===== src/sv/assert_macros.svh =====
// Shared assertion macros for the deframer blocks.
// Each expects clk_i in scope; AMD_ASSERT also expects rst_ni.
`ifndef ASSERT_MACROS_SVH
`define ASSERT_MACROS_SVH

// Check a property on every clock edge outside reset.
`define AMD_ASSERT(lbl, prop, msg) \
  lbl: assert property (@(posedge clk_i) disable iff (!rst_ni) prop) else $error(msg);

// Check a property on every clock edge, reset included.
`define AMD_ASSERT_ALWAYS(lbl, prop, msg) \
  lbl: assert property (@(posedge clk_i) prop) else $error(msg);

`endif


===== src/sv/amd_pkg.sv =====
package amd_pkg;

  localparam int unsigned MarkerW = 32;
  localparam int unsigned CountW  = 16;
  localparam int unsigned SkipW   = 8;
  localparam int unsigned ByteW   = 8;
  localparam int unsigned RegIdxW = 2;
  localparam int unsigned MaxRes  = 3;

  localparam logic [MarkerW-1:0] MarkerReset = 32'h6974656D;
  localparam logic [CountW-1:0]  ThreshReset = 16'd25;
  localparam logic [SkipW-1:0]   SkipReset   = 8'd12;

  localparam logic [ByteW-1:0] PathLow   = 8'd33;
  localparam logic [ByteW-1:0] PathHigh  = 8'd122;
  localparam logic [ByteW-1:0] RepeatTag = 8'd2;

  typedef enum logic [2:0] {
    KIND_NONE     = 3'd0,
    KIND_START    = 3'd1,
    KIND_PATH     = 3'd2,
    KIND_PATH_END = 3'd3,
    KIND_DATA     = 3'd4
  } amd_kind_e;

  typedef enum logic [1:0] {
    PH_SEARCH = 2'd0,
    PH_SKIP   = 2'd1,
    PH_PATH   = 2'd2,
    PH_DATA   = 2'd3
  } amd_phase_e;

  typedef enum logic [RegIdxW-1:0] {
    REG_MARKER = 2'd0,
    REG_THRESH = 2'd1,
    REG_SKIP   = 2'd2
  } amd_reg_e;

  typedef struct packed {
    logic [MarkerW-1:0] marker;
    logic [CountW-1:0]  thresh;
    logic [SkipW-1:0]   skip;
  } amd_cfg_t;

  typedef struct packed {
    amd_kind_e         kind;
    logic [ByteW-1:0]  value;
    logic [CountW-1:0] entry_number;
    logic              entry_done;
  } amd_result_t;

  // Up to three results raised by one input byte
  typedef struct packed {
    logic [1:0]                 cnt;
    amd_result_t [MaxRes-1:0]   res;
  } amd_bundle_t;

  function automatic amd_result_t amd_mk(amd_kind_e kind, logic [ByteW-1:0] value,
                                         logic [CountW-1:0] num, logic done);
    amd_result_t r;
    r.kind         = kind;
    r.value        = value;
    r.entry_number = num;
    r.entry_done   = done;
    return r;
  endfunction

  // Window ends in a marker prefix behind zeros, or holds the whole marker
  function automatic logic amd_prefix(logic [MarkerW-1:0] w, logic [MarkerW-1:0] m);
    logic [ByteW-1:0] w0, w1, w2, w3, m0, m1, m2;
    w0 = w[31:24];
    w1 = w[23:16];
    w2 = w[15:8];
    w3 = w[7:0];
    m0 = m[31:24];
    m1 = m[23:16];
    m2 = m[15:8];
    return (w3 == m0 && w2 == '0 && w1 == '0 && w0 == '0) ||
           (w2 == m0 && w3 == m1 && w1 == '0 && w0 == '0) ||
           (w1 == m0 && w2 == m1 && w3 == m2 && w0 == '0) ||
           (w == m);
  endfunction

  // Saturating advance or clear of the run count
  function automatic logic [CountW-1:0] amd_count_next(logic [CountW-1:0] c, logic inc);
    if (!inc) begin
      return '0;
    end else if (c == '1) begin
      return c;
    end
    return c + CountW'(1);
  endfunction

endpackage


===== src/sv/amd_if.sv =====
interface amd_byte_if import amd_pkg::*; ();
  logic             valid;
  logic             ready;
  logic [ByteW-1:0] data_byte;

  modport source (output valid, output data_byte, input ready);
  modport sink (input valid, input data_byte, output ready);
endinterface

interface amd_res_if import amd_pkg::*; ();
  logic              valid;
  logic              ready;
  amd_kind_e         kind;
  logic [ByteW-1:0]  value;
  logic [CountW-1:0] entry_number;
  logic              entry_done;
  logic              last;

  modport source (output valid, output kind, output value, output entry_number,
                  output entry_done, output last, input ready);
  modport sink (input valid, input kind, input value, input entry_number,
                input entry_done, input last, output ready);
endinterface

interface amd_cfg_if import amd_pkg::*; ();
  logic               valid;
  logic               ready;
  logic [RegIdxW-1:0] index;
  logic [MarkerW-1:0] data;

  modport source (output valid, output index, output data, input ready);
  modport sink (input valid, input index, input data, output ready);
endinterface


===== src/sv/amd_cfg_regs.sv =====
module amd_cfg_regs import amd_pkg::*; (
  input  logic       clk_i,
  input  logic       rst_ni,
  amd_cfg_if.sink    cfg_i,
  output amd_cfg_t   cfg_o
);

  amd_cfg_t cfg_q, cfg_d;

  assign cfg_i.ready = 1'b1;

  // Take a write beat into the addressed register; drop unknown indexes
  always_comb begin
    cfg_d = cfg_q;
    if (cfg_i.valid) begin
      unique case (cfg_i.index)
        REG_MARKER: cfg_d.marker = cfg_i.data;
        REG_THRESH: cfg_d.thresh = cfg_i.data[CountW-1:0];
        REG_SKIP:   cfg_d.skip   = cfg_i.data[SkipW-1:0];
        default:    cfg_d = cfg_q;
      endcase
    end
  end

  always_ff @(posedge clk_i or negedge rst_ni) begin
    if (!rst_ni) begin
      cfg_q.marker <= MarkerReset;
      cfg_q.thresh <= ThreshReset;
      cfg_q.skip   <= SkipReset;
    end else begin
      cfg_q <= cfg_d;
    end
  end

  assign cfg_o = cfg_q;

endmodule


===== src/sv/amd_core.sv =====
module amd_core import amd_pkg::*; (
  input  logic             clk_i,
  input  logic             rst_ni,
  input  amd_cfg_t         cfg_i,
  input  logic             fire_i,
  input  logic [ByteW-1:0] data_byte_i,
  output amd_bundle_t      bundle_o
);

  logic [MarkerW-1:0] window_q, window_d;
  logic [CountW-1:0]  zc_q, zc_d;
  amd_phase_e         phase_q, phase_d;
  logic [SkipW-1:0]   skip_q, skip_d;
  logic               ds_q, ds_d;
  logic [ByteW-1:0]   prev_q, prev_d;
  logic [CountW-1:0]  entry_q, entry_d;

  logic [MarkerW-1:0] w_new;
  logic               match, inc, in_path, rep, ds_new, open1, open2;
  logic [CountW-1:0]  c1, c2, entry_inc;
  amd_phase_e         open_phase;
  amd_result_t        start_res, main_res;

  // Shared window, count and open decisions
  always_comb begin
    w_new      = {window_q[MarkerW-ByteW-1:0], data_byte_i};
    match      = (w_new == cfg_i.marker);
    inc        = (data_byte_i == '0) || amd_prefix(w_new, cfg_i.marker);
    c1         = amd_count_next(zc_q, inc);
    c2         = amd_count_next(c1, inc);
    open1      = match && (c1 >= cfg_i.thresh);
    open2      = match && (c2 >= cfg_i.thresh);
    entry_inc  = entry_q + CountW'(1);
    open_phase = (cfg_i.skip == '0) ? PH_PATH : PH_SKIP;
    in_path    = (data_byte_i >= PathLow) && (data_byte_i <= PathHigh);
    rep        = !ds_q && (data_byte_i == RepeatTag);
    ds_new     = ds_q || (data_byte_i != '0);
    start_res  = amd_mk(KIND_START, '0, entry_inc, 1'b0);
    main_res   = ds_new ? amd_mk(KIND_DATA, data_byte_i, entry_q, match)
                        : amd_mk(KIND_NONE, '0, entry_q, 1'b1);
  end

  // Next state and results of one byte
  always_comb begin
    window_d     = w_new;
    zc_d         = zc_q;
    phase_d      = phase_q;
    skip_d       = skip_q;
    ds_d         = ds_q;
    prev_d       = prev_q;
    entry_d      = entry_q;
    bundle_o     = '0;
    unique case (phase_q)
      PH_SEARCH: begin
        zc_d = c1;
        if (open1) begin
          zc_d            = '0;
          entry_d         = entry_inc;
          phase_d         = open_phase;
          skip_d          = cfg_i.skip;
          bundle_o.res[0] = start_res;
          bundle_o.cnt    = 2'd1;
        end
      end
      PH_SKIP: begin
        skip_d = skip_q - SkipW'(skip_q != '0);
        if (skip_d == '0) begin
          phase_d = PH_PATH;
        end
      end
      PH_PATH: begin
        if (in_path) begin
          bundle_o.res[0] = amd_mk(KIND_PATH, data_byte_i, entry_q, 1'b0);
          bundle_o.cnt    = 2'd1;
        end else begin
          bundle_o.res[0] = amd_mk(KIND_PATH_END, '0, entry_q, match);
          bundle_o.cnt    = 2'd1;
          ds_d            = 1'b0;
          prev_d          = '0;
          phase_d         = PH_DATA;
          if (match) begin
            // Close on the terminator, then look for a new entry
            phase_d = PH_SEARCH;
            zc_d    = c1;
            if (open1) begin
              zc_d            = '0;
              entry_d         = entry_inc;
              phase_d         = open_phase;
              skip_d          = cfg_i.skip;
              bundle_o.res[1] = start_res;
              bundle_o.cnt    = 2'd2;
            end
          end
        end
      end
      PH_DATA: begin
        zc_d   = c1;
        ds_d   = ds_new;
        prev_d = data_byte_i;
        if (rep) begin
          // Repeat the previous byte twice; no room left for a start result
          bundle_o.res[0] = amd_mk(KIND_DATA, prev_q, entry_q, 1'b0);
          bundle_o.res[1] = amd_mk(KIND_DATA, prev_q, entry_q, 1'b0);
          bundle_o.res[2] = main_res;
          bundle_o.cnt    = 2'd3;
        end else if (ds_new || match) begin
          bundle_o.res[0] = main_res;
          bundle_o.cnt    = 2'd1;
          if (open2) begin
            bundle_o.res[1] = start_res;
            bundle_o.cnt    = 2'd2;
          end
        end
        if (match) begin
          phase_d = PH_SEARCH;
          zc_d    = c2;
          if (open2) begin
            zc_d    = '0;
            entry_d = entry_inc;
            phase_d = open_phase;
            skip_d  = cfg_i.skip;
          end
        end
      end
      default: phase_d = PH_SEARCH;
    endcase
  end

  // Advance the state on each accepted beat
  always_ff @(posedge clk_i or negedge rst_ni) begin
    if (!rst_ni) begin
      window_q <= '0;
      zc_q     <= '0;
      phase_q  <= PH_SEARCH;
      skip_q   <= '0;
      ds_q     <= 1'b0;
      prev_q   <= '0;
      entry_q  <= '0;
    end else if (fire_i) begin
      window_q <= window_d;
      zc_q     <= zc_d;
      phase_q  <= phase_d;
      skip_q   <= skip_d;
      ds_q     <= ds_d;
      prev_q   <= prev_d;
      entry_q  <= entry_d;
    end
  end

endmodule


===== src/sv/amd_serial.sv =====
`include "assert_macros.svh"

module amd_serial import amd_pkg::*; (
  input  logic        clk_i,
  input  logic        rst_ni,
  input  logic        in_valid_i,
  output logic        in_ready_o,
  input  amd_bundle_t bundle_i,
  amd_res_if.source   out_o
);

  amd_result_t [MaxRes-1:0] res_q;
  logic [1:0]               cnt_q, cnt_d;
  logic [1:0]               idx_q, idx_d;
  logic                     pop, is_last, load;
  amd_result_t              cur;

  assign cur     = res_q[idx_q];
  assign is_last = (idx_q == 2'(cnt_q - 2'd1));
  assign pop     = out_o.valid && out_o.ready;

  // Free when empty or when the final result leaves this cycle
  assign in_ready_o = (cnt_q == '0) || (pop && is_last);
  assign load       = in_valid_i && in_ready_o && (bundle_i.cnt != '0);

  assign out_o.valid        = (cnt_q != '0);
  assign out_o.kind         = cur.kind;
  assign out_o.value        = cur.value;
  assign out_o.entry_number = cur.entry_number;
  assign out_o.entry_done   = cur.entry_done;
  assign out_o.last         = is_last;

  // Step through the held results, reload on a new beat
  always_comb begin
    cnt_d = cnt_q;
    idx_d = idx_q;
    if (pop) begin
      if (is_last) begin
        cnt_d = '0;
        idx_d = '0;
      end else begin
        idx_d = idx_q + 2'd1;
      end
    end
    if (load) begin
      cnt_d = bundle_i.cnt;
      idx_d = '0;
    end
  end

  always_ff @(posedge clk_i or negedge rst_ni) begin
    if (!rst_ni) begin
      cnt_q <= '0;
      idx_q <= '0;
    end else begin
      cnt_q <= cnt_d;
      idx_q <= idx_d;
    end
  end

  always_ff @(posedge clk_i) begin
    if (load) begin
      res_q <= bundle_i.res;
    end
  end

  `AMD_ASSERT_ALWAYS(a_idx_in_range, (cnt_q == '0) || (idx_q < cnt_q), "result index past count")
  `AMD_ASSERT(a_hold_on_stall, (cnt_q != '0 && !out_o.ready) |=> ($stable(idx_q) && $stable(cnt_q)), "held results moved under stall")
  `AMD_ASSERT(a_load_when_free, load |-> ((cnt_q == '0) || (pop && is_last)), "new results overwrote pending ones")

endmodule


===== src/sv/archive_marker_deframer_unit.sv =====
// Channel  Dir  Payload                                        Accepted when
// in_i     in   data_byte[7:0]                                 valid && ready
// out_o    out  kind[2:0] value[7:0] entry_number[15:0]        valid && ready
//               entry_done last
// cfg_i    in   index[1:0] data[31:0]                          valid && ready
//
// One byte is decoded per cycle while in_i.ready is high; its results land in
// the result register in the next cycle. A byte raises zero to three results,
// sent one a cycle while out_o is ready; a new byte is taken as the last leaves.
// A stall on out_o holds the result register and lowers in_i.ready.
// Reset clears the window, counters and phase; the registers take their
// defaults (marker "item", threshold 25, skip 12). cfg_i is always ready.
module archive_marker_deframer_unit import amd_pkg::*; (
  input  logic      clk_i,
  input  logic      rst_ni,
  amd_byte_if.sink  in_i,
  amd_res_if.source out_o,
  amd_cfg_if.sink   cfg_i
);

  amd_cfg_t    cfg;
  amd_bundle_t bundle;
  logic        in_ready;
  logic        fire;

  assign in_i.ready = in_ready;
  assign fire       = in_i.valid && in_ready;

  amd_cfg_regs u_cfg (
    .clk_i  (clk_i),
    .rst_ni (rst_ni),
    .cfg_i  (cfg_i),
    .cfg_o  (cfg)
  );

  amd_core u_core (
    .clk_i       (clk_i),
    .rst_ni      (rst_ni),
    .cfg_i       (cfg),
    .fire_i      (fire),
    .data_byte_i (in_i.data_byte),
    .bundle_o    (bundle)
  );

  amd_serial u_serial (
    .clk_i      (clk_i),
    .rst_ni     (rst_ni),
    .in_valid_i (in_i.valid),
    .in_ready_o (in_ready),
    .bundle_i   (bundle),
    .out_o      (out_o)
  );

endmodule

===== src/flat_wrapper.sv =====
// flat-port wrapper written by rule: the top's interface ports become plain ports
module archive_marker_deframer_unit_flat import amd_pkg::*;
  (clk_i, rst_ni, in_i_valid, in_i_data_byte, in_i_ready, out_o_valid, out_o_kind, out_o_value, out_o_entry_number, out_o_entry_done, out_o_last, out_o_ready, cfg_i_valid, cfg_i_index, cfg_i_data, cfg_i_ready);
  amd_byte_if in_i_i ();
  amd_res_if out_o_i ();
  amd_cfg_if cfg_i_i ();
  input  logic clk_i;
  input  logic rst_ni;
  input wire logic [$bits(in_i_i.valid)-1:0] in_i_valid;
  input wire logic [$bits(in_i_i.data_byte)-1:0] in_i_data_byte;
  output wire logic [$bits(in_i_i.ready)-1:0] in_i_ready;
  output wire logic [$bits(out_o_i.valid)-1:0] out_o_valid;
  output wire logic [$bits(out_o_i.kind)-1:0] out_o_kind;
  output wire logic [$bits(out_o_i.value)-1:0] out_o_value;
  output wire logic [$bits(out_o_i.entry_number)-1:0] out_o_entry_number;
  output wire logic [$bits(out_o_i.entry_done)-1:0] out_o_entry_done;
  output wire logic [$bits(out_o_i.last)-1:0] out_o_last;
  input wire logic [$bits(out_o_i.ready)-1:0] out_o_ready;
  input wire logic [$bits(cfg_i_i.valid)-1:0] cfg_i_valid;
  input wire logic [$bits(cfg_i_i.index)-1:0] cfg_i_index;
  input wire logic [$bits(cfg_i_i.data)-1:0] cfg_i_data;
  output wire logic [$bits(cfg_i_i.ready)-1:0] cfg_i_ready;
  assign in_i_i.valid = in_i_valid;
  assign in_i_i.data_byte = in_i_data_byte;
  assign in_i_ready = in_i_i.ready;
  assign out_o_valid = out_o_i.valid;
  assign out_o_kind = out_o_i.kind;
  assign out_o_value = out_o_i.value;
  assign out_o_entry_number = out_o_i.entry_number;
  assign out_o_entry_done = out_o_i.entry_done;
  assign out_o_last = out_o_i.last;
  assign out_o_i.ready = out_o_ready;
  assign cfg_i_i.valid = cfg_i_valid;
  assign cfg_i_i.index = cfg_i_index;
  assign cfg_i_i.data = cfg_i_data;
  assign cfg_i_ready = cfg_i_i.ready;
  archive_marker_deframer_unit u_core (.clk_i(clk_i), .rst_ni(rst_ni), .in_i(in_i_i), .out_o(out_o_i), .cfg_i(cfg_i_i));
endmodule

===== config.mk =====
export PLATFORM = sky130hd
export DESIGN_NAME = archive_marker_deframer_unit_flat
export DESIGN_NICKNAME = d
export VERILOG_FILES = /design/src/sv/amd_pkg.sv /design/src/sv/amd_if.sv /design/src/sv/amd_cfg_regs.sv /design/src/sv/amd_core.sv /design/src/sv/amd_serial.sv /design/src/sv/archive_marker_deframer_unit.sv /design/src/flat_wrapper.sv
export VERILOG_INCLUDE_DIRS = /design/src /design/src/sv
export SDC_FILE = /design/constraint.sdc
export NUM_CORES = 1
export LEC_CHECK = 0
export ABC_AREA = 1
export ABC_CLOCK_PERIOD_IN_PS = 11000
export BUFFER_PORTS_ARGS = -buffer_cell sky130_fd_sc_hd__buf_2
export CAP_MARGIN = 20
export CORE_MARGIN = 3
export CORE_UTILIZATION = 67
export CTS_CLUSTER_DIAMETER = 30
export DETAILED_ROUTE_END_ITERATION = 10
export HOLD_SLACK_MARGIN = 0.1
export PLACE_DENSITY = 0.87
export SLEW_MARGIN = 5
export SYNTH_ARGS = -nofsm -noshare
export SYNTH_HDL_FRONTEND = slang
export SYNTH_SLANG_ARGS = --single-unit

===== constraint.sdc =====
create_clock -name clk_i -period 11 [get_ports clk_i]
set_clock_uncertainty 0.1 [all_clocks]
set_input_delay 2.2 -clock clk_i [delete_from_list [all_inputs] [get_ports clk_i]]
set_output_delay 2.2 -clock clk_i [all_outputs]
set_load 0.02 [all_outputs]

==> impl_metrics.ini <==
[pwr]
pwr_density_cell_nw_per_um2 = 244.1
leakage_uw = 0.007065
ir_worst_vdd_mv = 0.1925

[grt]
overflow = 0
grt_pass1_wl_um = 61190
grt_pass1_vias = 11910
met1_usage_pct = 50.14
antenna_found_initial = 0
grt_busiest_layer = met2
gr-usage-met2_pct = 53.98
grt_use_met3_pct = 6.652
track_usage_pct = 34.61
grt_max_degree = 81

[sta]
finalSetupViolCount = 0
tns_ns = 0
whs_ns = 0.3856
slew_headroom_pct = 32.00
slew_violations = 0
fin_crit_ns = 7.911
worst_pin_slew_ns = 1.018
timing.final.hold_violations = 0
rsz0062_at_grt = false
fmax_mhz = 126.4
final.period_utilization_pct = 71.92
setup_ws_ns = 3.089

[place]
gp_congestion = 1.012
pre_cts_ws_ns = 2.683
place_hpwl_um = 26530
place_area_um2 = 14020
portBuffers = 77

[clocking]
cts-root-buf = clkbuf_16
clk_path_buf_depth = 3
cts_tree = yes
clk_pin_slew_worst_paths_ns = 0.05
cts.sinks = 215
cts_resized = 0
ctsHoldBuffers = 0
cts_buffers = 38
cts_htree_levels = 2
clkLatencyLatePin_ns = 0.52
post-cts-setup-buffers = 0

[synthesis]
synth_cell_types = 61
synth_area_um2 = 13510
async_flop_share_pct = 62.79
synth_area_leader_cell = dfrtp_1
synthCells = 1772
synth_edf_count = 80
ys_seq_area_share_pct = 42.99
ys.warnings.count = 0
synth_ff_type = dfrtp_1
synth_top_area_share_pct = 20.93
synth_area_leaders = dfrtp_1, edfxtp_1, nand2_1, inv_1, nor2_1
syn_avg_cell_area_um2 = 7.625
synth_seq_cells = 215

[route]
drc = 0
viasPerCell = 5.955
wl_per_cell_um = 17.70
wl_um = 37760
first_pass_iters = 6
drtIter0Drc = 1388
drt.antenna.violating_nets = 0
vias = 12710

[worst_setup_path]
crit_path_max_fanout = 80
cp-start-kind = input pin
critPathMaxStageDelay_ns = 0.79
cp.arrival_ns = 7.95
crit_top_cell = nand2_1
worst-setup-path-type = input pin to register
critPathSlowestCell = nand2_4
required_ns = 11.04
critPathLaunch = in_i_data_byte[3]
cp-end-kind = register
r2r_start = u_core.u_cfg.cfg_o[48]
path_delay_family = simple AND/OR/NAND/NOR gates
critPathBufInv = 6

[finish]
final_cell_mix = nand2_1, inv_1, nor2_1
num_antenna_cells = 0
nets = 1924
syn_to_final_growth_pct = 13.73
layout-drive-gt1-share_pct = 13.59
final_common_cell = nand2_1
final_cell_area_um2 = 15370
nFillCells = 1386

[floorplan]
die_h_um = 148.0
dieArea_um2 = 21910
io_pins = 79
row_count = 51
core_area_um2 = 19650
initial_core_util_pct = 68.75
die-width_um = 148.0

[status]
status = finished, final reports clean

[min_path]
worstHoldStart = u_core.u_cfg.cfg_o[18]
hp-class = register to register

[job]
maxCapViolCount = 0
==> cell usage after synthesis (all sizes together) (2+ instances only) <==
| cell type | number |
|---|---|
| ha | 38 |
| nor2 | 218 |
| dfrtp | 113 |
| nor3 | 28 |
| o22ai | 18 |
| nand3 | 106 |
| a211oi | 2 |
| or2 | 6 |
| a21boi | 6 |
| o21a | 3 |
| buf | 21 |
| o31ai | 25 |
| o211ai | 19 |
| nor4 | 6 |
| conb | 2 |
| edfxtp | 80 |
| mux2 | 2 |
| nand2 | 435 |
| a31oi | 2 |
| inv | 237 |
| xnor2 | 20 |
| clkinv | 3 |
| nand4 | 33 |
| a221oi | 13 |
| a21oi | 60 |
| and2 | 4 |
| dfstp | 22 |
| o21ai | 155 |
| clkbuf | 44 |
| a22oi | 6 |
| nand3b | 5 |
| xor2 | 33 |
==> area by class of cell <==
type	instances	area, um^2	area share, %
flip-flops and latches	215	5808	37.80
clock buffers	43	999.7	6.505
well taps	265	331.6	2.158
clock inverters	27	322.8	2.101
inverters	240	900.9	5.862
multi-input cells	1258	6533	42.51
repair buffers	86	471.7	3.070
==> worst paths after layout <==
kind                                              to  slack, ns  depth (start not counted)
hold reg to reg               u_core.u_cfg.cfg_o[18]       0.39                          2
hold / removal                u_core.u_cfg.cfg_o[18]       0.39                          2
setup reg to reg           u_core.u_serial.res_q[29]       4.29                         36
max in group asynchronous    u_core.u_core.skip_q[0]       7.81                          2
min in group asynchronous  u_core.u_core.entry_q[11]       1.59                          1
setup / recovery           u_core.u_serial.res_q[29]       3.09                         35
==> flip-flops by register name, indices dropped and copies added (netlist names) <==
signal	flops
u_core.u_core.window_q	24
u_core.u_cfg.cfg_o	56
u_core.u_serial.cnt_q	2
u_core.u_serial.idx_q	2
u_core.u_core.prev_q	8
u_core.u_core.zc_q	16
u_core.u_core.entry_q	16
u_core.u_serial.res_q	80
u_core.u_core.ds_q	1
u_core.u_core.skip_q	8
u_core.u_core.phase_q	2
==> per-layer routing <==
metal	share of wire (%)	vias to the layer above	wire, um
met1	42	5902	15830
li1	-	5973	-
met2	45	737	17180
met4	2.3	0	880
met3	10	97	3869
met5	0	-	0
==> logic make-up (layout without fill, tap and decap cells) <==
logic type / count (synthesis) / count (layout) / synth area share, %
compound gates: 314 / 314 / 13.48
xor+xnor: 53 / 53 / 3.547
fa+ha+maj: 38 / 38 / 3.519
buf+inv: 305 / 396 / 8.927
flops: 215 / 215 / 42.99
mux: 2 / 2 / 0.1667
other cells: 2 / 8 / 0.05558
simple gates: 843 / 843 / 27.32
==> worst min-delay path, cell delays in order (launching register included) <==
cell     delay, ns
dfrtp_1       0.34
nand2_1       0.05
o21ai_0       0.06
==> power breakdown <==
group	internal [uW]	switching [uW]
clock	783	429
combinational	388	879
sequential	1090	182
==> per-stage QoR <==
stage | total power (uW) | utilization [%] | cells
after detailed placement | 2501 | 71.36 | 2063
after CTS | 3736 | 78.09 | 2133
final | 3751 | 78.19 | 2134
after global placement | 2466 | 71.36 | 2063
after floorplan | 2133 | - | 1778
after global routing | 3952 | 78.19 | 2134
No activity file was read; power rests on OpenSTA's default activity.
